## config.mk

```make
export PLATFORM = sky130hd
export DESIGN_NAME = mux_basic_deframer_flat
export DESIGN_NICKNAME = d
export VERILOG_FILES = /design/src/hw/rtl/mbd_pkg.sv /design/src/hw/rtl/mbd_if.sv /design/src/hw/rtl/mbd_core.sv /design/src/hw/rtl/mux_basic_deframer.sv /design/src/flat_wrapper.sv
export SDC_FILE = /design/constraint.sdc
export NUM_CORES = 1
export LEC_CHECK = 0
export BUFFER_PORTS_ARGS = -buffer_cell sky130_fd_sc_hd__clkbuf_2
export CORE_MARGIN = 5
export CORE_UTILIZATION = 42
export DETAILED_ROUTE_END_ITERATION = 8
export HOLD_SLACK_MARGIN = 0.05
export PLACE_DENSITY = 0.61
export SETUP_SLACK_MARGIN = 0.1
export SLEW_MARGIN = 25
export SYNTH_ARGS = -nofsm -noshare
export SYNTH_HDL_FRONTEND = slang
export SYNTH_HIERARCHICAL = 1
export SYNTH_SLANG_ARGS = --single-unit
```

## constraint.sdc

```tcl
create_clock -name clk_i -period 3.62 [get_ports clk_i]
set_clock_uncertainty 0.1 [all_clocks]
set_input_delay 0.724 -clock clk_i [delete_from_list [all_inputs] [get_ports clk_i]]
set_output_delay 0.724 -clock clk_i [all_outputs]
set_load 0.01 [all_outputs]
```

## src/hw/rtl/mbd_pkg.sv

```systemverilog
package mbd_pkg;

  localparam logic [7:0] FlagByte    = 8'hF9;
  localparam logic [7:0] CrcPreset   = 8'hFF;
  localparam logic [7:0] CrcGood     = 8'hCF;
  localparam logic [7:0] CrcPolyRefl = 8'hE0;
  localparam logic [7:0] PfClearMask = 8'hEF;

  typedef enum logic [1:0] {
    KIND_PAYLOAD = 2'd0,
    KIND_GOOD    = 2'd1,
    KIND_FCS_ERR = 2'd2,
    KIND_NO_FLAG = 2'd3
  } kind_e;

  typedef struct packed {
    kind_e       kind;
    logic [7:0]  data_byte;
    logic [5:0]  channel;
    logic [7:0]  control_field;
    logic [14:0] info_length;
    logic        frame_end;
  } res_t;

  // reflected CRC-8, poly 0x07
  function automatic logic [7:0] crc_step(input logic [7:0] crc, input logic [7:0] b);
    logic [7:0] c;
    c = crc ^ b;
    for (int i = 0; i < 8; i++) begin
      c = c[0] ? ((c >> 1) ^ CrcPolyRefl) : (c >> 1);
    end
    return c;
  endfunction

endpackage

```

## src/hw/rtl/mbd_if.sv

```systemverilog
interface mbd_rx_if;
  logic       valid;
  logic       ready;
  logic [7:0] rx_byte;

  modport source (output valid, output rx_byte, input ready);
  modport sink (input valid, input rx_byte, output ready);
endinterface

interface mbd_res_if;
  logic        valid;
  logic        ready;
  logic [1:0]  kind;
  logic [7:0]  data_byte;
  logic [5:0]  channel;
  logic [7:0]  control_field;
  logic [14:0] info_length;
  logic        frame_end;

  modport source (
    output valid, output kind, output data_byte, output channel,
    output control_field, output info_length, output frame_end, input ready
  );
  modport sink (
    input valid, input kind, input data_byte, input channel,
    input control_field, input info_length, input frame_end, output ready
  );
endinterface

```

## src/hw/rtl/mbd_core.sv

```systemverilog
module mbd_core import mbd_pkg::*; (
  input  logic       clk_i,
  input  logic       rst_ni,
  input  logic       accept_i,
  input  logic [7:0] rx_byte_i,
  output logic       res_valid_o,
  output res_t       res_o
);

  typedef enum logic [2:0] {
    PH_HUNT, PH_ADDR, PH_CTRL, PH_LEN1, PH_LEN2, PH_INFO, PH_FCS, PH_CLOSE
  } phase_e;

  phase_e      phase_q, phase_d;
  logic [7:0]  crc_q, crc_d;
  logic [5:0]  chan_q, chan_d;
  logic [7:0]  ctrl_q, ctrl_d;
  logic [14:0] len_q, len_d;
  logic [14:0] rem_q, rem_d;
  logic        fcs_ok_q, fcs_ok_d;
  logic [7:0]  crc_nx;
  logic        is_flag;

  assign is_flag = (rx_byte_i == FlagByte);
  assign crc_nx  = crc_step((phase_q == PH_ADDR) ? CrcPreset : crc_q, rx_byte_i);

  always_comb begin
    phase_d     = phase_q;
    crc_d       = crc_q;
    chan_d      = chan_q;
    ctrl_d      = ctrl_q;
    len_d       = len_q;
    rem_d       = rem_q;
    fcs_ok_d    = fcs_ok_q;
    res_valid_o = 1'b0;
    res_o.kind          = KIND_PAYLOAD;
    res_o.data_byte     = 8'h00;
    res_o.channel       = chan_q;
    res_o.control_field = ctrl_q;
    res_o.info_length   = len_q;
    res_o.frame_end     = 1'b0;
    case (phase_q)
      PH_HUNT: begin
        if (is_flag) phase_d = PH_ADDR;
      end
      PH_ADDR: begin
        if (!is_flag) begin
          if (!rx_byte_i[0]) begin
            phase_d = PH_HUNT;
          end else begin
            chan_d  = rx_byte_i[7:2];
            crc_d   = crc_nx;
            phase_d = PH_CTRL;
          end
        end
      end
      PH_CTRL: begin
        ctrl_d  = rx_byte_i & PfClearMask;
        crc_d   = crc_nx;
        phase_d = PH_LEN1;
      end
      PH_LEN1: begin
        len_d = {8'h00, rx_byte_i[7:1]};
        crc_d = crc_nx;
        if (rx_byte_i[0]) begin
          rem_d   = {8'h00, rx_byte_i[7:1]};
          phase_d = (rx_byte_i[7:1] != 7'd0) ? PH_INFO : PH_FCS;
        end else begin
          phase_d = PH_LEN2;
        end
      end
      PH_LEN2: begin
        len_d   = {rx_byte_i, len_q[6:0]};
        crc_d   = crc_nx;
        rem_d   = {rx_byte_i, len_q[6:0]};
        phase_d = ({rx_byte_i, len_q[6:0]} != 15'd0) ? PH_INFO : PH_FCS;
      end
      PH_INFO: begin
        res_valid_o     = 1'b1;
        res_o.data_byte = rx_byte_i;
        rem_d           = rem_q - 15'd1;
        if (rem_q == 15'd1) phase_d = PH_FCS;
      end
      PH_FCS: begin
        fcs_ok_d = (crc_nx == CrcGood);
        phase_d  = PH_CLOSE;
      end
      PH_CLOSE: begin
        res_valid_o     = 1'b1;
        res_o.frame_end = 1'b1;
        if (!fcs_ok_q)    res_o.kind = KIND_FCS_ERR;
        else if (is_flag) res_o.kind = KIND_GOOD;
        else              res_o.kind = KIND_NO_FLAG;
        phase_d = is_flag ? PH_ADDR : PH_HUNT;
      end
      default: phase_d = PH_HUNT;
    endcase
  end

  always_ff @(posedge clk_i or negedge rst_ni) begin
    if (!rst_ni) begin
      phase_q  <= PH_HUNT;
      crc_q    <= CrcPreset;
      chan_q   <= '0;
      ctrl_q   <= '0;
      len_q    <= '0;
      rem_q    <= '0;
      fcs_ok_q <= 1'b0;
    end else if (accept_i) begin
      phase_q  <= phase_d;
      crc_q    <= crc_d;
      chan_q   <= chan_d;
      ctrl_q   <= ctrl_d;
      len_q    <= len_d;
      rem_q    <= rem_d;
      fcs_ok_q <= fcs_ok_d;
    end
  end

`ifndef SYNTHESIS
  a_info_has_count: assert property (@(posedge clk_i) disable iff (!rst_ni)
    phase_q == PH_INFO |-> rem_q != 15'd0)
    else $error("info phase with zero remaining count");
  a_rem_le_len: assert property (@(posedge clk_i) disable iff (!rst_ni)
    phase_q == PH_INFO |-> rem_q <= len_q)
    else $error("remaining count exceeds length");
  a_close_after_fcs: assert property (@(posedge clk_i) disable iff (!rst_ni)
    phase_q == PH_CLOSE |-> $past(phase_q) == PH_FCS || $past(phase_q) == PH_CLOSE)
    else $error("close phase not preceded by fcs");
`endif

endmodule

```

## src/hw/rtl/mux_basic_deframer.sv

```systemverilog
// channel  dir  request payload
// rx_i     in   rx_byte[7:0]
// res_o    out  kind[1:0] data_byte[7:0] channel[5:0] control_field[7:0]
//              info_length[14:0] frame_end
//
// One byte per cycle while rx_i.ready is high; a result the frame parser
// yields for a byte is registered and shows in the cycle after it is taken.
// rx_i.ready is low only while a held result is not taken (res_o stalled).
// Reset puts the parser in flag hunt with the CRC preset loaded.
module mux_basic_deframer import mbd_pkg::*; (
  input  logic      clk_i,
  input  logic      rst_ni,
  mbd_rx_if.sink    rx_i,
  mbd_res_if.source res_o
);

  logic accept;
  logic core_valid;
  res_t core_res;
  logic out_valid_q;
  res_t out_q;

  assign rx_i.ready = !out_valid_q || res_o.ready;
  assign accept     = rx_i.valid && rx_i.ready;

  mbd_core u_core (
    .clk_i       (clk_i),
    .rst_ni      (rst_ni),
    .accept_i    (accept),
    .rx_byte_i   (rx_i.rx_byte),
    .res_valid_o (core_valid),
    .res_o       (core_res)
  );

  always_ff @(posedge clk_i or negedge rst_ni) begin
    if (!rst_ni) begin
      out_valid_q <= 1'b0;
    end else if (rx_i.ready) begin
      out_valid_q <= accept && core_valid;
    end
  end

  always_ff @(posedge clk_i) begin
    if (accept && core_valid) out_q <= core_res;
  end

  assign res_o.valid         = out_valid_q;
  assign res_o.kind          = out_q.kind;
  assign res_o.data_byte     = out_q.data_byte;
  assign res_o.channel       = out_q.channel;
  assign res_o.control_field = out_q.control_field;
  assign res_o.info_length   = out_q.info_length;
  assign res_o.frame_end     = out_q.frame_end;

`ifndef SYNTHESIS
  a_end_matches_kind: assert property (@(posedge clk_i) disable iff (!rst_ni)
    res_o.valid |-> res_o.frame_end == (res_o.kind != KIND_PAYLOAD))
    else $error("frame_end inconsistent with kind");
  a_verdict_no_data: assert property (@(posedge clk_i) disable iff (!rst_ni)
    res_o.valid && res_o.frame_end |-> res_o.data_byte == 8'h00)
    else $error("verdict carries data");
  a_ready_rule: assert property (@(posedge clk_i) disable iff (!rst_ni)
    rx_i.ready == (!res_o.valid || res_o.ready))
    else $error("input ready mismatch");
`endif

endmodule
```

## src/flat_wrapper.sv

```systemverilog
// flat-port wrapper written by rule: the top's interface ports become plain ports
module mux_basic_deframer_flat import mbd_pkg::*;
  (clk_i, rst_ni, rx_i_valid, rx_i_rx_byte, rx_i_ready, res_o_valid, res_o_kind, res_o_data_byte, res_o_channel, res_o_control_field, res_o_info_length, res_o_frame_end, res_o_ready);
  mbd_rx_if rx_i_i ();
  mbd_res_if res_o_i ();
  input  logic clk_i;
  input  logic rst_ni;
  input wire logic [$bits(rx_i_i.valid)-1:0] rx_i_valid;
  input wire logic [$bits(rx_i_i.rx_byte)-1:0] rx_i_rx_byte;
  output wire logic [$bits(rx_i_i.ready)-1:0] rx_i_ready;
  output wire logic [$bits(res_o_i.valid)-1:0] res_o_valid;
  output wire logic [$bits(res_o_i.kind)-1:0] res_o_kind;
  output wire logic [$bits(res_o_i.data_byte)-1:0] res_o_data_byte;
  output wire logic [$bits(res_o_i.channel)-1:0] res_o_channel;
  output wire logic [$bits(res_o_i.control_field)-1:0] res_o_control_field;
  output wire logic [$bits(res_o_i.info_length)-1:0] res_o_info_length;
  output wire logic [$bits(res_o_i.frame_end)-1:0] res_o_frame_end;
  input wire logic [$bits(res_o_i.ready)-1:0] res_o_ready;
  assign rx_i_i.valid = rx_i_valid;
  assign rx_i_i.rx_byte = rx_i_rx_byte;
  assign rx_i_ready = rx_i_i.ready;
  assign res_o_valid = res_o_i.valid;
  assign res_o_kind = res_o_i.kind;
  assign res_o_data_byte = res_o_i.data_byte;
  assign res_o_channel = res_o_i.channel;
  assign res_o_control_field = res_o_i.control_field;
  assign res_o_info_length = res_o_i.info_length;
  assign res_o_frame_end = res_o_i.frame_end;
  assign res_o_i.ready = res_o_ready;
  mux_basic_deframer u_core (.clk_i(clk_i), .rst_ni(rst_ni), .rx_i(rx_i_i), .res_o(res_o_i));
endmodule
```

**Yosys cells after proc, flatten, opt, wreduce, memory -nomap -nowiden**

Cells that the tools add are included.

- $add $sub $neg: 1
- Equal/unequal tests: 15
- Multiplexer cells: 28
- Bitwise logic cells: 11
- Reductions and logical operators: 21

Operator list:

| operator | number |
|---|---|
| $mux 8 | 11 |
| $pmux 15 s3 | 1 |
| $pmux 15 s2 | 1 |
| $not 2->3 | 8 |
| $pmux 3 s8 | 1 |
| $eq 8x8->1 const B | 2 |
| $pmux 8 s2 | 1 |
| $eq 15x1->1 const B | 1 |
| $mux 15 | 1 |
| $reduce_bool 15->1 | 1 |
| $sub 15x1->15 const B | 1 |
| $eq 3x3->1 const B | 4 |
| $mux 2 | 6 |
| $reduce_and 4->1 | 3 |
| $ne 2x2->1 const B | 5 |
| $mux 3 | 3 |
| $reduce_and 2->1 | 4 |
| $xor 8x8->8 | 1 |
| $reduce_bool 7->1 | 1 |
| $eq 3x2->1 const B | 2 |
| $reduce_and 3->1 | 2 |
| $reduce_bool 2->1 | 2 |
| $eq 3x1->1 const B | 1 |
| $logic_not 3->1 | 1 |
| 8 further kinds | 12 |

- Register bits after elaboration: 95
- Output and inout port bits: 42
- Word-level logic and storage cells: 92

**Logic depth before layout (Yosys ltp)**

Gate-level depths: netlist of the first run.

- Depth in word-level cells: 22
- Mapped depth: 8
- Depth with buffers taken out: 8

**Hierarchy**

The synthesis of the first run kept the hierarchy.

By module, submodules not included:

| module | instances | cells each | area an instance (sq um) |
|---|---|---|---|
| mbd_core | 1 | 358 | 3306.9 |
| mux_basic_deframer | 1 | 46 | 1270.0 |

**Least setup slack after synthesis of the first run**

OpenSTA, ideal clock, no wires.

- Kind: register -> register
- Start point: register u_core.u_core.phase_q[0]
- End point: register u_core.out_q, in the netlist u_core/res_o.channel[0] (enable)
- Data arrival time: 2.215 ns
- Data required time: 3.136 ns
- Slack: 0.921 ns
- Stages on the path, launching flop included: 8
- Path buffers: 4
- Path through: dfrtp_1 buf_2 clkbuf_1 buf_1 clkbuf_1 and2_1 nand2_1 nor2b_4

- Cells in the longest elaborated chain, start to end: 4

Ends and longest elaborated chain:

| item | line | source |
|---|---|---|
| start, declared | mbd_core.sv:14 | `phase_e phase_q, phase_d;` |
| start signal, assigned | mbd_core.sv:110 | `phase_q <= phase_d;` |
| $eq 3x3->1 | mbd_core.sv:42 | `case (phase_q)` |
| $reduce_or 2->1 (no line) (*) | - |  |
| $mux 1 (*) | mbd_core.sv:42 |  |
| net u_core.core_valid | mux_basic_deframer.sv:18 | `logic core_valid;` |
| $logic_and 1x1->1 (*) | mux_basic_deframer.sv:44 | `if (accept && core_valid) out_q <= core_res;` |
| end signal, assigned | mux_basic_deframer.sv:44 |  |
| end, declared | mux_basic_deframer.sv:21 | `res_t out_q;` |

The timed path passes the listed nets; every way through them passes the cells marked *.
A chain may end at the register's enable or synchronous reset.

**Worst setup path in the final report of the first run**

- Start point: register u_core.u_core.phase_q[2]
- End point: register u_core.u_core.crc_q[3]

- Cells in the longest elaborated chain, start to end: 16

Ends and longest elaborated chain:

| item | line | source |
|---|---|---|
| $eq 3x1->1 | mbd_core.sv:25, mbd_core.sv:42 |  |
| $mux 8 | mbd_core.sv:25 | `assign crc_nx = crc_step((phase_q == PH_ADDR) ? CrcPreset : crc_q, rx_byte_i);` |
| $xor 8x8->8 | mbd_pkg.sv:28 | `c = crc ^ b;` |
| $mux 8 (4 in series) | mbd_pkg.sv:30 | `c = c[0] ? ((c >> 1) ^ CrcPolyRefl) : (c >> 1);` |
| $not 2->3 (no line) | - |  |
| $mux 8 | mbd_pkg.sv:30 |  |
| $not 2->3 (no line) | - |  |
| $mux 8 (3 in series) | mbd_pkg.sv:30 |  |
| $mux 8 | mbd_core.sv:48 | `if (!rx_byte_i[0]) begin` |
| $mux 8 | mbd_core.sv:47 | `if (!is_flag) begin` |
| $pmux 8 s2 | mbd_core.sv:42 |  |
| end signal, assigned | mbd_core.sv:103 | `crc_q <= CrcPreset;` |
| end signal, assigned | mbd_core.sv:111 | `crc_q <= crc_d;` |
| end, declared | mbd_core.sv:15 | `logic [7:0] crc_q, crc_d;` |

Several ways; a longest one is shown, not always the timed one. The select of a mux whose other input is x is not followed.

==> results of run 1 <==
## per-layer routing
metal	vias to the layer above	share of wire, %	wire (µm)	GRT usage [%]
met5	-	0	0	0
met4	0	1.2	119	5.542
met3	11	6.1	616	2.960
met2	95	47	4817	25.96
met1	1555	45	4607	22.32
li1	1554	-	-	-
## cells by family after synthesis
logic type / Yosys count / share of synthesized area (%)
AND/OR/NAND/NOR: 135 / 16.18
flip-flops: 96 / 57.08
AO/OA/AOI/OAI: 89 / 11.76
buffers and inverters: 33 / 3.144
multiplexers: 31 / 7.490
XOR/XNOR: 17 / 3.718
adder cells (fa/ha/maj): 2 / 0.5467
other: 1 / 0.08193
## state kept, by name, summed over array words and instances, names as in the netlist
name and cells:
u_core/res_o.valid 1, u_core/res_o.kind 2, u_core/res_o.channel 6, u_core/u_core/fcs_ok_q 1, u_core/res_o.data_byte 8, u_core/res_o.frame_end 1, u_core/u_core/chan_q 6, u_core/u_core/len_q 15
u_core/u_core/phase_q 3, u_core/res_o.info_length 15, u_core/res_o.control_field 8, u_core/u_core/ctrl_q 7, u_core/u_core/rem_q 15, u_core/u_core/crc_q 8
## cells in the final DEF, fill, tap and decap left out, drive strengths merged, types with 6 or more instances in the layout
master,instances
xnor2,12
dfrtp,48
o21ai,28
a31oi,6
inv,8
nor2,38
nor2b,6
edfxtp,40
and2,11
and3,13
dfstp,8
nor3,8
buf,10
nor4,6
a21oi,30
nand2,21
nand3,7
mux2,26
clkbuf,62
o22ai,10
a211oi,6
nand2b,6
## power by group through the flow
stage               Sequential, mW  Combinational [mW]  Clock [mW]
CTS                           1.93                1.80       0.747
global route                  1.99                2.00       0.794
finish                        1.93                1.80       0.733
global placement              1.94                1.77           0
floorplan                     1.85                1.44           0
detailed placement            1.96                1.79           0
## worst max path at each step
| stage | startpoint | endpoint | slack [ns] | depth (start not counted) |
|---|---|---|---|---|
| floorplan | u_core/u_core/phase_q[0] | u_core/res_o.channel[0] | 0.92 | 7 |
| global placement | rx_i_rx_byte[4] | u_core/u_core/crc_q[3] | 0.86 | 6 |
| detailed placement | rx_i_rx_byte[4] | u_core/u_core/phase_q[1] | 0.79 | 7 |
| CTS | u_core/u_core/phase_q[2] | u_core/u_core/crc_q[2] | 0.95 | 6 |
| global route | u_core/u_core/phase_q[2] | u_core/u_core/rem_q[14] | 0.71 | 7 |
| finish | u_core/u_core/phase_q[2] | u_core/u_core/crc_q[3] | 0.93 | 6 |
## metrics by stage
| step | setup WS [ns] | cell area [µm²] | std cells | total power, mW |
|---|---|---|---|---|
| after global placement | 0.8564 | 4971 | 580 | 3.714 |
| after global routing | 0.7150 | 5184 | 596 | 4.791 |
| after floorplan | 0.9209 | 4577 | 404 | 3.297 |
| after detailed placement | 0.7902 | 4971 | 580 | 3.748 |
| final | 0.9273 | 5184 | 596 | 4.469 |
| after CTS | 0.9500 | 5184 | 596 | 4.485 |
## layout make-up
type | count | area (µm²)
multi-input cells | 275 | 1821
flip-flops and latches | 96 | 2613
repair buffers | 63 | 340.3
fillers | 995 | 5562
clock buffers | 9 | 123.9
inverters | 6 | 22.52
well taps | 140 | 175.2
clock inverters | 7 | 88.84
## cell usage after synthesis (10+ instances only)
master / number / share of area, %
and2_1: 10 / 1.4
edfxtp_1: 40 / 26
clkbuf_1: 15 / 1.2
o22ai_1: 10 / 1.4
a21oi_1: 30 / 3.3
mux2_2: 26 / 6.4
nor2_1: 38 / 3.1
o21ai_0: 27 / 3.0
and3_1: 13 / 1.8
nand2_1: 21 / 1.7
dfrtp_1: 48 / 26
xnor2_1: 11 / 2.1
## critical path: stages (launching register included)
cell and delay [ns]:
dfrtp_1 0.71, nor3b_2 0.58, nor2_1 0.10, xnor2_1 0.43
xor2_1 0.31, xor2_1 0.11, mux2_2 0.28
==> flow_metrics.py, run 1 <==
metrics = {
    "grt": {
        "grt_pass1_wl_um": 16640,
        "grt_max_degree": 41,
        "grt_usage_pct": 16.24,
        "grt_pass1_vias": 3141,
        "grt_overflow": 0,
        "antenna_found_initial": 0,
    },
    "clock_network": {
        "cts_resized": 0,
        "holdBufCountCts": 0,
        "cts_max_level": 3,
        "cts_setup_buffers": 0,
        "clock_sinks": 96,
        "clock_tree.buffer_depth": 2,
        "clk_latency_ns": 0.37,
        "numCtsBuffers": 9,
        "clk_pin_slew_ns": 0.10,
        "cts-root-buf": "clkbuf_8",
        "cts_tree": "yes",
    },
    "power_and_ir_drop": {
        "leakage_nw": 2.139,
        "powerDensity_nw_per_um2": 862.1,
        "swShare_pct": 38.09,
        "switching_power_mw": 1.702,
        "combinationalPowerShare_pct": 40.3,
        "pwr-share-clk_pct": 16.4,
        "p_int_mw": 2.767,
        "seq_power_share_pct": 43.3,
        "peakVddDrop_mv": 0.4107,
    },
    "routing": {
        "drtIter0Drc": 218,
        "drt-vias-per-instance": 5.394,
        "antenna_left": 0,
        "drt_first_pass_iters": 5,
        "vias": 3215,
        "wl_per_cell_um": 17.05,
        "drc": 0,
        "drt-total-wl_um": 10160,
    },
    "setup_path": {
        "required_ns": 3.83,
        "reg2reg_to": "u_core/u_core/crc_q[3]",
        "r2r_slack_ns": 0.93,
        "crit_arrival_ns": 2.90,
        "ff2ff_path_depth": 6,
        "rr_startpoint": "u_core/u_core/phase_q[2]",
        "end_kind": "flip-flop",
        "criticalPathCategory": "flip-flop to flip-flop",
        "worst-path-max-fanout": 28,
        "start_kind": "flip-flop",
    },
    "floorplanning": {
        "die_h_um": 114.4,
        "num_rows": 38,
        "io-pin-count": 54,
        "start_util_pct": 42.59,
        "die_area_um2": 13090,
        "core_um2": 10750,
        "die_w_um": 114.4,
    },
    "cells_and_area": {
        "drive_gt1_share_pct": 27.41,
        "area_growth_pct": 13.26,
        "fin_util_pct": 48.24,
        "diodes": 0,
        "final_nets": 465,
    },
    "synthesis": {
        "yosys_most_used_dff": "dfrtp_1",
        "syn_inst": 404,
        "ys_types": 55,
        "yosysWarnings": 6,
        "netlist_area_um2": 4577,
        "synth_edf_count": 40,
        "ys_async_sr_fraction_pct": 58.33,
        "syn-num-nets": 418,
        "syn_avg_cell_area_um2": 11.33,
        "synth_seq_cells": 96,
        "seq_area_frac_synth_pct": 57.08,
    },
    "sta": {
        "min_period_over_period_pct": 74.38,
        "max_freq_ghz": 0.3714,
        "setup_viol": 0,
        "min_period_ns": 2.693,
        "whs_ns": 0.3390,
        "rsz0062_at_grt": "no",
        "tightestPinTransition_ns": 0.8962,
        "drv_slew": 0,
        "slew_headroom_pct": 39.70,
        "final_hold_viol_count": 0,
        "fin_tns_setup_ns": 0,
    },
    "placed_design": {
        "dp_hpwl_um": 6815,
        "port_buffers": 53,
        "place_congestion": 0.7960,
    },
    "job": {
        "maxCapViolCount": 0,
    },
    "min_path": {
        "hp-class": "primary input to asynchronous set/reset pin",
    },
    "status": {
        "status": "finished clean",
    },
}
No activity file was read; power rests on OpenSTA's default activity.
==> inputs of run 2 (changes only) <==
- ABC_AREA: not set -> 1
- PLACE_DENSITY: 0.61 -> 0.63
- clock period: 3.62 -> 2.3 ns (I/O delays scaled with it)
==> flow_metrics.py, run 2 <==
metrics = {
    "grt": {
        "antenna_found_initial": 0,
        "grt_pass1_vias": 3592,
        "grt_overflow": 0,
        "grt_usage_pct": 17.63,
        "grt_max_degree": 36,
        "grt_pass1_wl_um": 18200,
    },
    "routing": {
        "antenna_left": 0,
        "vias": 3836,
        "wl_per_cell_um": 15.16,
        "drt-vias-per-instance": 5.262,
        "drt-total-wl_um": 11050,
        "drt_first_pass_iters": 5,
        "drtIter0Drc": 291,
        "drc": 0,
    },
    "synthesis": {
        "synth_edf_count": 40,
        "ys_async_sr_fraction_pct": 58.33,
        "syn-num-nets": 531,
        "yosysWarnings": 6,
        "netlist_area_um2": 4618,
        "ys_types": 41,
        "syn_avg_cell_area_um2": 8.933,
        "yosysTopAreaCell": "dfrtp_1",
        "synthDominantCellAreaShare_pct": 26.01,
        "synth.most_common_cell": "nand2_1",
        "synth_seq_cells": 96,
        "yosys_most_used_dff": "dfrtp_1",
        "synthTopCellsByCount": "nand2_1, nand3_1, inv_1",
        "ys_top_cells_by_area": "dfrtp_1, edfxtp_1, nand2_1",
        "syn_inst": 517,
        "seq_area_frac_synth_pct": 56.57,
    },
    "cells_and_area": {
        "final_common_cell": "nand2_1",
        "drive_gt1_share_pct": 20.20,
        "area_growth_pct": 15.20,
        "fill_cells": 1020,
        "seqCellArea_um2": 2613,
        "layout_common_cells": "nand2_1, nand3_1, clkbuf_2",
        "multiInputGateArea_um2": 1698,
        "final_nets": 598,
        "diodes": 0,
    },
    "power_and_ir_drop": {
        "leakage_nw": 2.478,
        "powerDensity_nw_per_um2": 1285,
        "peakVddDrop_mv": 0.4741,
    },
    "clock_network": {
        "clock_tree.buffer_depth": 2,
        "cts_tree": "yes",
        "clock_sinks": 96,
        "clk_latency_ns": 0.37,
        "numCtsBuffers": 9,
        "cts_max_level": 3,
        "cts-root-buf": "clkbuf_8",
        "clk_pin_slew_ns": 0.11,
    },
    "sta": {
        "min_period_ns": 1.944,
        "slew_headroom_pct": 59.13,
        "min_period_over_period_pct": 84.51,
        "setup_viol": 0,
        "whs_ns": 0.2614,
        "tightestPinTransition_ns": 0.6130,
        "final_hold_viol_count": 0,
        "fin_tns_setup_ns": 0,
        "max_freq_ghz": 0.5145,
        "rsz0062_at_grt": "no",
        "drv_slew": 0,
    },
    "placed_design": {
        "port_buffers": 53,
        "dp_hpwl_um": 7997,
        "place_congestion": 0.9286,
    },
    "floorplanning": {
        "die_w_um": 114.9,
        "start_util_pct": 42.79,
        "io-pin-count": 54,
        "core_um2": 10790,
        "die_h_um": 114.9,
        "die_area_um2": 13190,
        "num_rows": 38,
    },
    "setup_path": {
        "start_kind": "flip-flop",
        "worst-path-max-fanout": 22,
        "crit_arrival_ns": 2.09,
        "criticalPathCategory": "flip-flop to flip-flop",
        "end_kind": "flip-flop",
        "required_ns": 2.44,
    },
    "status": {
        "status": "finished clean",
    },
    "min_path": {
        "hp-class": "primary input to flip-flop",
    },
    "job": {
        "maxCapViolCount": 0,
    },
}
run 2: cell count changes after synthesis, moves of 12 or more:
cell	change
nand3_1	+48
inv_1	+46
clkbuf_1	-12
nand2_1	+99
mux2_2	-26
and3_1	-13
run 2: what timing repair did:
item	4_1_cts	5_1_grt
setup buffers	0	0
setup endpoints to repair	0	10
hold endpoints to repair	18	0
hold buffers	1	0
gates resized for setup	0	1
run 2: path summary, 6_finish.rpt:
path,cells after the start,from,to,slack (ns)
hold reg to reg,0,u_core/u_core/chan_q[5],u_core/res_o.channel[5],0.35
setup reg to reg,6,u_core/u_core/phase_q[1],u_core/u_core/chan_q[2],0.36
hold / removal,3,rx_i_valid,u_core/res_o.valid,0.26
min in group asynchronous,2,rst_ni,u_core/u_core/rem_q[11],0.51
setup / recovery,6,u_core/u_core/phase_q[1],u_core/u_core/chan_q[2],0.36
max in group asynchronous,3,rst_ni,u_core/u_core/crc_q[7],0.91
run 2: report_power, final:
group / total, mW / switching [mW] / internal [mW]
combinational: 2.90 / 1.92 / 0.983
clock: 1.05 / 0.640 / 0.411
sequential: 2.88 / 0.373 / 2.51
total: 6.84 / 2.93 / 3.90
run 2: layout make-up:
cell class,instances,area share (%)
flip-flops and latches,96,49.11
multi-input cells,348,31.91
repair buffers,69,7.996
inverters,60,4.280
well taps,140,3.293
clock buffers,10,2.399
clock inverters,6,1.011
run 2: logic make-up after synthesis:
group	count (synthesis)	synth area share [%]
AND/OR/NAND/NOR	255	24.68
flip-flops	96	56.57
AO/OA/AOI/OAI	86	10.32
buffers and inverters	73	6.881
XOR/XNOR	4	0.9214
adder cells (fa/ha/maj)	2	0.5418
other	1	0.08120
run 2: critical path, cell delays in order, from the launching register on:
cell	delay [ns]
dfrtp_1	0.50
nor2_2	0.21
nand2_4	0.19
nor2_1	0.24
nand3_1	0.33
nand2_1	0.15
o21ai_0	0.08
run 2: metal layers:
metal	track usage (%)	wire [µm]	part of all wire, %	vias up
met5	0	0	0	-
met4	6.495	219	2.0	0
met3	3.632	843	7.6	23
met2	27.08	5044	46	143
met1	24.79	4943	45	1819
li1	-	-	-	1851
run 2: through the flow:
stage	area [µm²]	power, mW	setup slack, ns	std cells	utilization [%]
after floorplan	4623	5.017	0.4871	517	-
after global placement	5124	5.697	0.4017	712	47.47
after detailed placement	5124	5.789	0.2986	712	47.47
after CTS	5315	6.847	0.2728	729	49.25
after global routing	5320	7.407	0.1491	729	49.29
final	5320	6.836	0.3563	729	49.29
